File: config.mk
export PLATFORM = sky130hd
export DESIGN_NAME = gripper_pwm_sequencer_core
export DESIGN_NICKNAME = d
export VERILOG_FILES = /design/src/hw/rtl/gps_pkg.sv /design/src/hw/rtl/gps_cfg_regs.sv /design/src/hw/rtl/gps_phase_logic.sv /design/src/hw/rtl/gripper_pwm_sequencer_core.sv
export SDC_FILE = /design/constraint.sdc
export NUM_CORES = 1
export LEC_CHECK = 0
export BUFFER_PORTS_ARGS = -buffer_cell sky130_fd_sc_hd__buf_2
export CORE_MARGIN = 4
export CORE_UTILIZATION = 57
export CTS_CLUSTER_SIZE = 28
export DETAILED_ROUTE_END_ITERATION = 6
export GPL_ROUTABILITY_DRIVEN = 0
export PLACE_DENSITY = 0.75
export REMOVE_ABC_BUFFERS = 1
export SETUP_SLACK_MARGIN = 0.5
export SYNTH_ARGS = -nofsm -noshare
export SYNTH_HDL_FRONTEND = slang
export SYNTH_HIERARCHICAL = 1
export SYNTH_SLANG_ARGS = --single-unit
File: constraint.sdc
create_clock -name i_clk -period 14.18 [get_ports i_clk]
set_input_delay 2.836 -clock i_clk [delete_from_list [all_inputs] [get_ports i_clk]]
set_output_delay 2.836 -clock i_clk [all_outputs]
set_load 0.01 [all_outputs]
File: src/hw/rtl/gps_pkg.sv
`timescale 1ns / 1ps
`default_nettype none

package gps_pkg;

    // Width of one signed goal, limit or step field.
    localparam int FIELD_BITS     = 12;
    // Default width of the internal drive registers.
    localparam int DRIVE_BITS_DEF = 12;

    // Phase codes.
    localparam int PHASE_BITS = 3;
    localparam logic [PHASE_BITS-1:0] PH_OPEN      = 3'd0;
    localparam logic [PHASE_BITS-1:0] PH_CLOSING   = 3'd1;
    localparam logic [PHASE_BITS-1:0] PH_TIGHTEN   = 3'd2;
    localparam logic [PHASE_BITS-1:0] PH_HOLDING   = 3'd3;
    localparam logic [PHASE_BITS-1:0] PH_RELEASING = 3'd4;

    // Configuration register indexes.
    localparam int CFG_INDEX_BITS = 3;
    localparam int CFG_DATA_BITS  = 36;
    localparam logic [CFG_INDEX_BITS-1:0] CFG_OPEN_PAIR     = 3'd0;
    localparam logic [CFG_INDEX_BITS-1:0] CFG_HOLD_PAIR     = 3'd1;
    localparam logic [CFG_INDEX_BITS-1:0] CFG_RELEASE_PAIR  = 3'd2;
    localparam logic [CFG_INDEX_BITS-1:0] CFG_CLOSING_LIMIT = 3'd3;
    localparam logic [CFG_INDEX_BITS-1:0] CFG_TIGHTEN_LIMIT = 3'd4;
    localparam logic [CFG_INDEX_BITS-1:0] CFG_RAMP_STEPS    = 3'd5;
    localparam logic [CFG_INDEX_BITS-1:0] CFG_DEADBAND      = 3'd6;
    localparam logic [CFG_INDEX_BITS-1:0] CFG_ACT_MAX       = 3'd7;

    localparam int PAIR_BITS     = 24;
    localparam int STEPS_BITS    = 36;
    localparam int DEADBAND_BITS = 15;
    localparam int ACT_MAX_BITS  = 11;
    localparam int SPEED_BITS    = 16;

    // Stream payload widths.
    localparam int IN_DATA_BITS  = 40;
    localparam int OUT_DATA_BITS = 32;

    // One control tick as held in the input register.
    typedef struct packed {
        logic                  grip_request;
        logic [FIELD_BITS-1:0] flexor_pwm;
        logic [FIELD_BITS-1:0] extensor_pwm;
        logic [SPEED_BITS-1:0] extensor_speed;
    } t_item;

    // All configuration registers, as seen by the phase logic.
    typedef struct packed {
        logic [PAIR_BITS-1:0]     open_pair;
        logic [PAIR_BITS-1:0]     hold_pair;
        logic [PAIR_BITS-1:0]     release_pair;
        logic [PAIR_BITS-1:0]     closing_limit;
        logic [PAIR_BITS-1:0]     tighten_limit;
        logic [STEPS_BITS-1:0]    ramp_steps;
        logic [DEADBAND_BITS-1:0] deadband;
        logic [ACT_MAX_BITS-1:0]  act_max;
    } t_cfg;

endpackage

`default_nettype wire

File: src/hw/rtl/gps_cfg_regs.sv
`timescale 1ns / 1ps
`default_nettype none

module gps_cfg_regs (
    input  wire logic                               i_clk,
    input  wire logic                               i_rst_n,
    input  wire logic                               i_cfg_valid,
    input  wire logic [gps_pkg::CFG_INDEX_BITS-1:0] i_cfg_index,
    input  wire logic [gps_pkg::CFG_DATA_BITS-1:0]  i_cfg_data,
    output gps_pkg::t_cfg                           o_cfg
);
    import gps_pkg::*;

    t_cfg r_cfg;

    // Register file: one write transaction per cycle, all fields reset to zero.
    always_ff @(posedge i_clk) begin
        if (!i_rst_n) begin
            r_cfg <= '0;
        end else if (i_cfg_valid) begin
            case (i_cfg_index)
                CFG_OPEN_PAIR:     r_cfg.open_pair     <= i_cfg_data[PAIR_BITS-1:0];
                CFG_HOLD_PAIR:     r_cfg.hold_pair     <= i_cfg_data[PAIR_BITS-1:0];
                CFG_RELEASE_PAIR:  r_cfg.release_pair  <= i_cfg_data[PAIR_BITS-1:0];
                CFG_CLOSING_LIMIT: r_cfg.closing_limit <= i_cfg_data[PAIR_BITS-1:0];
                CFG_TIGHTEN_LIMIT: r_cfg.tighten_limit <= i_cfg_data[PAIR_BITS-1:0];
                CFG_RAMP_STEPS:    r_cfg.ramp_steps    <= i_cfg_data[STEPS_BITS-1:0];
                CFG_DEADBAND:      r_cfg.deadband      <= i_cfg_data[DEADBAND_BITS-1:0];
                CFG_ACT_MAX:       r_cfg.act_max       <= i_cfg_data[ACT_MAX_BITS-1:0];
                default:           r_cfg <= r_cfg;
            endcase
        end
    end

    assign o_cfg = r_cfg;

endmodule

`default_nettype wire

File: src/hw/rtl/gps_phase_logic.sv
`timescale 1ns / 1ps
`default_nettype none

module gps_phase_logic #(
    parameter int DRIVE_BITS = gps_pkg::DRIVE_BITS_DEF
) (
    input  wire gps_pkg::t_item                    i_item,
    input  wire gps_pkg::t_cfg                     i_cfg,
    input  wire logic [gps_pkg::PHASE_BITS-1:0]    i_phase,
    input  wire logic signed [DRIVE_BITS-1:0]      i_flexor_drive,
    input  wire logic signed [DRIVE_BITS-1:0]      i_extensor_drive,
    output logic [gps_pkg::PHASE_BITS-1:0]         o_phase,
    output logic signed [DRIVE_BITS-1:0]           o_flexor_drive,
    output logic signed [DRIVE_BITS-1:0]           o_extensor_drive
);
    import gps_pkg::*;

    // Extended width: holds any field, any drive and one sum without overflow.
    localparam int EW = ((DRIVE_BITS > FIELD_BITS) ? DRIVE_BITS : FIELD_BITS) + 1;
    localparam int PW = 20;

    localparam logic signed [EW-1:0] DRV_MAX =
        {{(EW-DRIVE_BITS+1){1'b0}}, {(DRIVE_BITS-1){1'b1}}};
    localparam logic signed [EW-1:0] DRV_MIN =
        {{(EW-DRIVE_BITS+1){1'b1}}, {(DRIVE_BITS-1){1'b0}}};

    // Clamp an extended value to the signed drive range.
    function automatic logic signed [DRIVE_BITS-1:0] sat_drive(logic signed [EW-1:0] v);
        logic signed [EW-1:0] c;
        begin
            if (v > DRV_MAX) begin
                c = DRV_MAX;
            end else if (v < DRV_MIN) begin
                c = DRV_MIN;
            end else begin
                c = v;
            end
            sat_drive = c[DRIVE_BITS-1:0];
        end
    endfunction

    logic signed [FIELD_BITS-1:0] fpwm, epwm;
    logic signed [PW-1:0]         fpwm_x100, epwm_x100;
    logic signed [PW-1:0]         cl_f_x99, cl_e_x99, tl_f_x99, tl_e_x99;
    logic signed [EW-1:0]         open_f, open_e, hold_f, hold_e, rel_f, rel_e, cl_e;
    logic signed [EW-1:0]         step_cf, step_tf, step_te;
    logic signed [EW-1:0]         sum_cf, sum_tf, sum_te;
    logic signed [SPEED_BITS:0]   speed_x;
    logic [SPEED_BITS:0]          abs_speed;
    logic signed [FIELD_BITS:0]   epwm_x;
    logic [FIELD_BITS:0]          abs_epwm;
    logic [FIELD_BITS+2:0]        epwm_x4;
    logic [FIELD_BITS:0]          act_max_x3;
    logic                         closing_done, tighten_done, release_done;

    // Threshold products: pwm*100 against limit*99.
    assign fpwm      = $signed(i_item.flexor_pwm);
    assign epwm      = $signed(i_item.extensor_pwm);
    assign fpwm_x100 = PW'(fpwm) * 20'sd100;
    assign epwm_x100 = PW'(epwm) * 20'sd100;
    assign cl_f_x99  = PW'($signed(i_cfg.closing_limit[FIELD_BITS-1:0])) * 20'sd99;
    assign cl_e_x99  = PW'($signed(i_cfg.closing_limit[2*FIELD_BITS-1:FIELD_BITS])) * 20'sd99;
    assign tl_f_x99  = PW'($signed(i_cfg.tighten_limit[FIELD_BITS-1:0])) * 20'sd99;
    assign tl_e_x99  = PW'($signed(i_cfg.tighten_limit[2*FIELD_BITS-1:FIELD_BITS])) * 20'sd99;

    assign closing_done = (fpwm_x100 >= cl_f_x99) && (epwm_x100 <= cl_e_x99);
    assign tighten_done = (fpwm_x100 >= tl_f_x99) && (epwm_x100 >= tl_e_x99);

    // Release ends when the extensor has stopped and pushes above 3/4 scale.
    assign speed_x    = (SPEED_BITS+1)'($signed(i_item.extensor_speed));
    assign abs_speed  = speed_x[SPEED_BITS] ? unsigned'(-speed_x) : unsigned'(speed_x);
    assign epwm_x     = (FIELD_BITS+1)'(epwm);
    assign abs_epwm   = epwm_x[FIELD_BITS] ? unsigned'(-epwm_x) : unsigned'(epwm_x);
    assign epwm_x4    = {abs_epwm, 2'b00};
    assign act_max_x3 = (FIELD_BITS+1)'(i_cfg.act_max) * 13'd3;
    assign release_done = (abs_speed < (SPEED_BITS+1)'(i_cfg.deadband))
                       && (epwm_x4 > (FIELD_BITS+3)'(act_max_x3));

    // Configured goals and steps, sign-extended.
    assign open_f  = EW'($signed(i_cfg.open_pair[FIELD_BITS-1:0]));
    assign open_e  = EW'($signed(i_cfg.open_pair[2*FIELD_BITS-1:FIELD_BITS]));
    assign hold_f  = EW'($signed(i_cfg.hold_pair[FIELD_BITS-1:0]));
    assign hold_e  = EW'($signed(i_cfg.hold_pair[2*FIELD_BITS-1:FIELD_BITS]));
    assign rel_f   = EW'($signed(i_cfg.release_pair[FIELD_BITS-1:0]));
    assign rel_e   = EW'($signed(i_cfg.release_pair[2*FIELD_BITS-1:FIELD_BITS]));
    assign cl_e    = EW'($signed(i_cfg.closing_limit[2*FIELD_BITS-1:FIELD_BITS]));
    assign step_cf = EW'($signed(i_cfg.ramp_steps[FIELD_BITS-1:0]));
    assign step_tf = EW'($signed(i_cfg.ramp_steps[2*FIELD_BITS-1:FIELD_BITS]));
    assign step_te = EW'($signed(i_cfg.ramp_steps[3*FIELD_BITS-1:2*FIELD_BITS]));

    // Ramp sums.
    assign sum_cf = EW'(i_flexor_drive) + step_cf;
    assign sum_tf = EW'(i_flexor_drive) + step_tf;
    assign sum_te = EW'(i_extensor_drive) + step_te;

    // Phase transition and drive update.
    always_comb begin
        o_phase          = i_phase;
        o_flexor_drive   = i_flexor_drive;
        o_extensor_drive = i_extensor_drive;
        case (i_phase)
            PH_OPEN: begin
                if (i_item.grip_request) begin
                    o_phase = PH_CLOSING;
                end
                o_flexor_drive   = sat_drive(open_f);
                o_extensor_drive = sat_drive(open_e);
            end
            PH_CLOSING: begin
                if (closing_done) begin
                    o_phase = PH_TIGHTEN;
                end else begin
                    o_flexor_drive   = sat_drive(sum_cf);
                    o_extensor_drive = sat_drive(cl_e);
                end
            end
            PH_TIGHTEN: begin
                if (tighten_done) begin
                    o_phase = PH_HOLDING;
                end else begin
                    o_flexor_drive   = sat_drive(sum_tf);
                    o_extensor_drive = sat_drive(sum_te);
                end
            end
            PH_HOLDING: begin
                if (!i_item.grip_request) begin
                    o_phase = PH_RELEASING;
                end
                o_flexor_drive   = sat_drive(hold_f);
                o_extensor_drive = sat_drive(hold_e);
            end
            PH_RELEASING: begin
                if (release_done) begin
                    o_phase = PH_OPEN;
                end
                o_flexor_drive   = sat_drive(rel_f);
                o_extensor_drive = sat_drive(rel_e);
            end
            default: begin
                // Unused codes fall back to releasing with drives kept.
                o_phase = PH_RELEASING;
            end
        endcase
    end

endmodule

`default_nettype wire

File: src/hw/rtl/gripper_pwm_sequencer_core.sv
`timescale 1ns / 1ps
`default_nettype none

// Gripper PWM sequencer.
// Each transaction on the s_axis channel is one control tick: tdata carries the
// present flexor PWM, extensor PWM and extensor speed, tuser the grip request.
// For every tick the m_axis channel returns one result: the flexor and extensor
// PWM goals and the phase (open, closing, tightening, holding, releasing)
// after the update.
// The cfg channel writes the goal pairs, limits, ramp steps, speed deadband
// and full PWM scale; it is always ready. The user must write it only while no
// tick is in flight; the block itself does not enforce this.
// A tick is taken into an input register; once the result register is free, the
// phase logic updates the state and loads the result register, from which the
// result is offered. One tick per cycle is sustained while the receiver takes
// every result: the state update is a single pass of compares, small constant
// products and one add per motor between the input and result registers.
// When the receiver stalls, the result register holds, then the input register
// fills, and only then does s_axis tready drop.
// Reset empties both registers, sets the phase to releasing, the drives to
// zero and all configuration registers to zero.
module gripper_pwm_sequencer_core #(
    parameter int DRIVE_BITS = gps_pkg::DRIVE_BITS_DEF
) (
    input  wire logic                               i_clk,
    input  wire logic                               i_rst_n,
    // Tick input.
    input  wire logic                               i_s_axis_tvalid,
    output logic                                    o_s_axis_tready,
    // [11:0] flexor_pwm, [23:12] extensor_pwm, [39:24] extensor_speed
    input  wire logic [gps_pkg::IN_DATA_BITS-1:0]   i_s_axis_tdata,
    // [0] grip_request
    input  wire logic                               i_s_axis_tuser,
    // Result output.
    output logic                                    o_m_axis_tvalid,
    input  wire logic                               i_m_axis_tready,
    // [11:0] flexor_goal, [23:12] extensor_goal, [26:24] grip_phase, [31:27] zero
    output logic [gps_pkg::OUT_DATA_BITS-1:0]       o_m_axis_tdata,
    // Configuration writes.
    input  wire logic                               i_cfg_valid,
    output logic                                    o_cfg_ready,
    input  wire logic [gps_pkg::CFG_INDEX_BITS-1:0] i_cfg_index,
    input  wire logic [gps_pkg::CFG_DATA_BITS-1:0]  i_cfg_data
);
    import gps_pkg::*;

    localparam int OW = (DRIVE_BITS > FIELD_BITS) ? DRIVE_BITS : FIELD_BITS;

    t_cfg                         w_cfg;
    t_item                        r_item;
    logic                         r_in_valid;
    logic                         r_out_valid;
    logic [OUT_DATA_BITS-1:0]     r_out_data;
    logic [PHASE_BITS-1:0]        r_phase, n_phase;
    logic signed [DRIVE_BITS-1:0] r_flexor_drive, n_flexor_drive;
    logic signed [DRIVE_BITS-1:0] r_extensor_drive, n_extensor_drive;
    logic signed [OW-1:0]         w_flexor_ext, w_extensor_ext;
    logic                         w_advance;

    // Configuration register file.
    assign o_cfg_ready = 1'b1;

    gps_cfg_regs u_cfg_regs (
        .i_clk       (i_clk),
        .i_rst_n     (i_rst_n),
        .i_cfg_valid (i_cfg_valid),
        .i_cfg_index (i_cfg_index),
        .i_cfg_data  (i_cfg_data),
        .o_cfg       (w_cfg)
    );

    // Handshake: the held tick moves on whenever the result register frees up.
    assign w_advance       = r_in_valid && (!r_out_valid || i_m_axis_tready);
    assign o_s_axis_tready = !r_in_valid || w_advance;

    // Input register.
    always_ff @(posedge i_clk) begin
        if (!i_rst_n) begin
            r_in_valid <= 1'b0;
        end else if (o_s_axis_tready) begin
            r_in_valid <= i_s_axis_tvalid;
        end
    end

    always_ff @(posedge i_clk) begin
        if (o_s_axis_tready && i_s_axis_tvalid) begin
            r_item.grip_request   <= i_s_axis_tuser;
            r_item.flexor_pwm     <= i_s_axis_tdata[FIELD_BITS-1:0];
            r_item.extensor_pwm   <= i_s_axis_tdata[2*FIELD_BITS-1:FIELD_BITS];
            r_item.extensor_speed <= i_s_axis_tdata[2*FIELD_BITS+SPEED_BITS-1:2*FIELD_BITS];
        end
    end

    // Phase machine and drive update.
    gps_phase_logic #(
        .DRIVE_BITS (DRIVE_BITS)
    ) u_phase_logic (
        .i_item           (r_item),
        .i_cfg            (w_cfg),
        .i_phase          (r_phase),
        .i_flexor_drive   (r_flexor_drive),
        .i_extensor_drive (r_extensor_drive),
        .o_phase          (n_phase),
        .o_flexor_drive   (n_flexor_drive),
        .o_extensor_drive (n_extensor_drive)
    );

    // Sequencer state, committed once per tick.
    always_ff @(posedge i_clk) begin
        if (!i_rst_n) begin
            r_phase          <= PH_RELEASING;
            r_flexor_drive   <= '0;
            r_extensor_drive <= '0;
        end else if (w_advance) begin
            r_phase          <= n_phase;
            r_flexor_drive   <= n_flexor_drive;
            r_extensor_drive <= n_extensor_drive;
        end
    end

    // Goals carry the low field bits of the drives.
    assign w_flexor_ext   = OW'(n_flexor_drive);
    assign w_extensor_ext = OW'(n_extensor_drive);

    // Result register.
    always_ff @(posedge i_clk) begin
        if (!i_rst_n) begin
            r_out_valid <= 1'b0;
        end else if (w_advance) begin
            r_out_valid <= 1'b1;
        end else if (i_m_axis_tready) begin
            r_out_valid <= 1'b0;
        end
    end

    always_ff @(posedge i_clk) begin
        if (w_advance) begin
            r_out_data <= {{(OUT_DATA_BITS-2*FIELD_BITS-PHASE_BITS){1'b0}}, n_phase,
                           w_extensor_ext[FIELD_BITS-1:0], w_flexor_ext[FIELD_BITS-1:0]};
        end
    end

    assign o_m_axis_tvalid = r_out_valid;
    assign o_m_axis_tdata  = r_out_data;

    // A committed tick shows its new phase in the result register.
    a_result_phase : assert property (@(posedge i_clk) disable iff (!i_rst_n)
        w_advance |=> (o_m_axis_tdata[2*FIELD_BITS+PHASE_BITS-1:2*FIELD_BITS] == r_phase))
        else $error("result phase differs from committed state");

    // State moves only when a tick is committed.
    a_state_hold : assert property (@(posedge i_clk) disable iff (!i_rst_n)
        (i_rst_n && !w_advance) |=>
            ($stable(r_phase) && $stable(r_flexor_drive) && $stable(r_extensor_drive)))
        else $error("state changed without a committed tick");

    // A held tick is not overwritten while the result side is blocked.
    a_item_hold : assert property (@(posedge i_clk) disable iff (!i_rst_n)
        (r_in_valid && !w_advance) |=> (r_in_valid && $stable(r_item)))
        else $error("pending tick lost");

    // Nothing is offered in the cycle after a reset edge.
    a_reset_empty : assert property (@(posedge i_clk)
        !i_rst_n |=> (!o_m_axis_tvalid && !r_in_valid))
        else $error("valid result after reset");

    // The state register never holds an unused phase code.
    a_phase_range : assert property (@(posedge i_clk) disable iff (!i_rst_n)
        r_phase <= PH_RELEASING)
        else $error("phase register out of range");

endmodule

`default_nettype wire
==> results by stage <==
Clocking:
- The number of cells upsized or downsized after cts is 0.
- The total of hold buffers inserted after clock tree synthesis is 0.
- The H-tree depth is 2.
- CTS placed an instance of sky130_fd_sc_hd__clkbuf_16 at the clock tree root.
- TritonCTS built the clock tree.
- Clock-pin slew was measured on the worst setup and hold paths at 0.06 ns.
- The number of clock buffers inserted by TritonCTS is 34.
- The clock net in this run drives a total of 279 sinks.
- The clock insertion delay at the later pin of the skew report is 0.57 ns.
- The maximum count of clock buffers along a single path is 3.
- The post-CTS setup buffer count is 0.

Final layout:
- The count of inserted antenna diode cells is 0.
- Of the cells placed in the final design, the portion with a size suffix greater than 1 is 7.10%.
- Relative to the synthesized area, the layout overhead comes to 8.63%.
- The number of nets in the final layout is 3462.

Run:
- Across the run, the number of max-cap violations was 0.

Synthesis:
- The number of instances in the synthesized netlist is 2764.
- In the synthesized netlist the dominant register cell turns out to be sky130_fd_sc_hd__dfxtp_1.
- In this run the mean area of a mapped cell was 9.08 um2.
- The most area-hungry cell type in the Yosys netlist is sky130_fd_sc_hd__ha_1.
- The number of flip-flops and latches in the synthesized netlist is 279.
- Yosys mapped the design onto 85 distinct sky130hd cell types.
- The share of the Yosys chip area taken by registers is 25.0%.
- The number of enable flip-flop cells after synthesis is 68.
- Of all flip-flops after synthesis, the portion carrying an async set or reset was 0%.
- Of the post-synthesis cell area, the dominant cell type holds 21.6%.
- Ranked by total cell area, the synthesized netlist is headed by sky130_fd_sc_hd__ha_1 (22%), sky130_fd_sc_hd__dfxtp_1 (17%), sky130_fd_sc_hd__mux2i_1 (8.7%).
- Yosys printed 6 warnings.
- The combined area of all synthesized cells is 25100 um2.

Route:
- The iteration count of the initial detailed-routing pass is 7.
- Wires add up to 63500 um.
- The detail-routed via count per cell is 5.84.
- The remaining antenna violation count is 0.
- The final route contains 20200 vias.
- Dividing the detail-routed wire length by the instance count gives 18.4 um.
- The number of DRC markers in iteration 0 is 1371.
- After detailed routing, the number of remaining DRC violations is 1.

Pwr:
- The analysis attributes to cell leakage a power of 13.6 nW.
- Across the VDD grid, the largest voltage drop is 0.0763 mV.
- The total power per unit cell area is 91.7 nW/um2.

Timing:
- Setup repair after global routing left no endpoint under its margin.
- For the pin with the worst max-slew slack, the measured transition is 1.36 ns.
- The clock tree skew after final layout is 0.0346 ns.
- The hold violation total from the final report is 0.
- The max-slew headroom at the worst pin is 8.75%.
- Setup violations remaining at the end of the flow were counted as 0.
- The shortest clock period the worst path allows after layout is 7.27 ns.
- The sum of negative setup slack is 0 ns.
- The worst path uses 51.2% of the clock period.
- The final worst setup slack is 6.91 ns.
- The number of pins with negative max-slew slack in the final report is 0.
- The highest clock rate is 138 MHz.

Global routing:
- The number of global-route vias before repair was 20700.
- The total overflow left after global routing is 0.
- The pin count of the biggest net entering global routing is 166.
- The wire length of the first global-routing pass is 103000 um.
- The overall global routing resource usage is 26.4%.
- The initial antenna violation count was 1.

Floorplan:
- The region available for standard cell placement spans 43300 um2.
- The initial utilization of the core area, before any placement, comes to 58.0%.
- After floorplanning, the core was divided into 76 placement rows.
- The die covers 47500 um2.
- The width of the chip is 218 um.
- The number of placed I/O pins is 120.
- The vertical die dimension is 218 um.

Placement:
- Before CTS, the worst setup slack after placement is 6.94 ns.
- The detailed placement HPWL is 49300 um.
- In this run the tool buffered the top-level ports with 113 buffer cells.

Run status:
- The checks that failed: design-rule violations.
- The flow ran to the end, but the final reports show violations.

Setup path:
- At the worst endpoint, the required time is 14.59 ns.
- The nature of the critical path startpoint is a flop.
- The worst setup path is captured at a flop.
- Data arrives at the worst endpoint at 7.68 ns.
- The largest fanout on the critical path is 11.
- The start-to-end type of the worst setup path is reg2reg.

Worst hold path:
- In this run the worst hold path is classified as reg2reg.
-- state kept, by name, summed over array words and instances (netlist names) --
register	count
o_m_axis_tdata	27
o_m_axis_tvalid	1
r_extensor_drive	12
r_flexor_drive	12
r_in_valid	1
r_item	41
r_phase	3
u_cfg_regs/o_cfg	182
-- routing by layer --
metal | wire, um | vias to the layer above | track usage [%]
met2 | 31100 | 550 | 46.7
met3 | 2860 | 149 | 3.71
li1 | - | 9800 | -
met5 | 12 | - | 0
met4 | 2540 | 2 | 10.2
met1 | 27100 | 9689 | 32.8
-- report_power, final --
group	internal (mW)	total, mW	switching [mW]
Clock	0.534	0.895	0.361
Sequential	0.841	0.864	0.0230
Combinational	0.308	0.742	0.434
Total	1.68	2.50	0.818
-- synthesized netlist by cell type (all sizes together), types with 7 or more instances --
cell	number
o21a	15
nand3	48
a21o	39
a221oi	20
ha	434
o21ai	72
o31a	7
nor2	102
o41ai	12
or3	14
o211ai	16
fa	96
o2111ai	19
nor4	12
nor2b	22
a311oi	7
o31ai	9
a211oi	16
a22oi	18
inv	372
nand4	16
nand2	358
xor2	47
a31oi	10
buf	47
or2	9
o21bai	18
nor3b	7
nand2b	13
and3	13
clkbuf	33
nor3	42
o22ai	8
xnor2	82
mux2i	219
a21oi	117
dfxtp	211
edfxtp	68
a22o	8
and2	15
-- layout by cell type (no fill, tap or decap), types with 10 or more instances in the layout --
master | synthesis | layout
sky130_fd_sc_hd__nor3_1 | 42 | 42
sky130_fd_sc_hd__ha_1 | 434 | 434
sky130_fd_sc_hd__nand2b_1 | 13 | 13
sky130_fd_sc_hd__and2_1 | 15 | 14
sky130_fd_sc_hd__and3_1 | 13 | 13
sky130_fd_sc_hd__clkbuf_16 | 0 | 35
sky130_fd_sc_hd__nor2b_1 | 21 | 21
sky130_fd_sc_hd__fa_1 | 96 | 96
sky130_fd_sc_hd__buf_2 | 26 | 112
sky130_fd_sc_hd__nor4_1 | 12 | 12
sky130_fd_sc_hd__nor2_1 | 100 | 100
sky130_fd_sc_hd__nand3_1 | 48 | 48
sky130_fd_sc_hd__or3_1 | 14 | 14
sky130_fd_sc_hd__a21oi_1 | 117 | 117
sky130_fd_sc_hd__xor2_1 | 47 | 47
sky130_fd_sc_hd__o211ai_1 | 16 | 16
sky130_fd_sc_hd__mux2i_1 | 219 | 219
sky130_fd_sc_hd__nand4_1 | 16 | 16
sky130_fd_sc_hd__a211oi_1 | 14 | 14
sky130_fd_sc_hd__nand2_1 | 358 | 358
sky130_fd_sc_hd__o21a_1 | 15 | 15
sky130_fd_sc_hd__o21ai_0 | 71 | 71
sky130_fd_sc_hd__o2111ai_1 | 19 | 19
sky130_fd_sc_hd__dfxtp_1 | 211 | 211
sky130_fd_sc_hd__a31oi_1 | 10 | 10
sky130_fd_sc_hd__edfxtp_1 | 68 | 68
sky130_fd_sc_hd__xnor2_1 | 82 | 82
sky130_fd_sc_hd__a21o_1 | 39 | 39
sky130_fd_sc_hd__o21bai_1 | 18 | 18
sky130_fd_sc_hd__inv_1 | 371 | 371
sky130_fd_sc_hd__o41ai_1 | 11 | 11
sky130_fd_sc_hd__a221oi_1 | 20 | 20
sky130_fd_sc_hd__a22oi_1 | 17 | 17
-- kinds of logic after synthesis --
kind of cell | after synthesis | share of synthesized area, %
AND/OR/NAND/NOR | 694 | 12.6
adder cells (fa/ha/maj) | 530 | 29.3
AO/OA/AOI/OAI | 458 | 12.6
buffers and inverters | 452 | 7.23
flip-flops | 279 | 25.0
multiplexers | 220 | 8.78
XOR/XNOR | 129 | 4.50
other | 2 | 0.0299
-- cell type report --
cell class,count,area (um2)
Timing Repair Buffer,123,662
Inverter,372,1400
Fill cell,3615,16000
Sequential cell,279,6270
Clock buffer,51,1010
Tap cell,585,732
Multi-Input combinational cell,2037,17100
Clock inverter,10,144
-- stage by stage --
step / hold slack (ns) / std cells / cell area [um2] / power, mW / util, %
after CTS: 0.461 / 3457 / 27300 / 2.51 / 63.0
after global placement: 0.442 / 3396 / 26100 / 1.57 / 60.4
after floorplan: 0.434 / 2688 / 24700 / 1.40 / -
final: 0.462 / 3457 / 27300 / 2.50 / 63.0
after detailed placement: 0.452 / 3396 / 26100 / 1.61 / 60.4
after global routing: 0.471 / 3457 / 27300 / 2.65 / 63.0
-- critical path: stages (launching register included) --
cell and delay [ns]:
sky130_fd_sc_hd__dfxtp_1 0.33, sky130_fd_sc_hd__ha_1 0.30, sky130_fd_sc_hd__ha_1 0.34, sky130_fd_sc_hd__fa_1 0.51, sky130_fd_sc_hd__inv_1 0.05, sky130_fd_sc_hd__fa_1 0.50, sky130_fd_sc_hd__inv_1 0.04, sky130_fd_sc_hd__ha_1 0.24
sky130_fd_sc_hd__o41ai_1 0.37, sky130_fd_sc_hd__o21ai_0 0.18, sky130_fd_sc_hd__o41ai_1 0.56, sky130_fd_sc_hd__o211ai_1 0.23, sky130_fd_sc_hd__nor4_1 0.23, sky130_fd_sc_hd__a311oi_1 0.09, sky130_fd_sc_hd__ha_1 0.31, sky130_fd_sc_hd__nand4_1 0.16
sky130_fd_sc_hd__nor4_1 0.32, sky130_fd_sc_hd__o41a_1 0.22, sky130_fd_sc_hd__nor3_1 0.13, sky130_fd_sc_hd__o41ai_2 0.92, sky130_fd_sc_hd__nor2_1 0.44, sky130_fd_sc_hd__a22oi_1 0.27, sky130_fd_sc_hd__o2111ai_1 0.17, sky130_fd_sc_hd__nand2_1 0.11
sky130_fd_sc_hd__mux2i_1 0.08
-- worst paths after layout --
kind | from | end | slack, ns | depth (start not counted)
hold reg to reg | u_cfg_regs/o_cfg[115] | u_cfg_regs/o_cfg[115] | 0.46 | 2
setup / recovery | u_cfg_regs/o_cfg[64] | r_extensor_drive[7] | 6.91 | 24
setup reg to reg | u_cfg_regs/o_cfg[64] | r_extensor_drive[7] | 6.91 | 24
hold / removal | u_cfg_regs/o_cfg[115] | u_cfg_regs/o_cfg[115] | 0.46 | 2
Note: power is estimated with default switching activity, not from simulation.
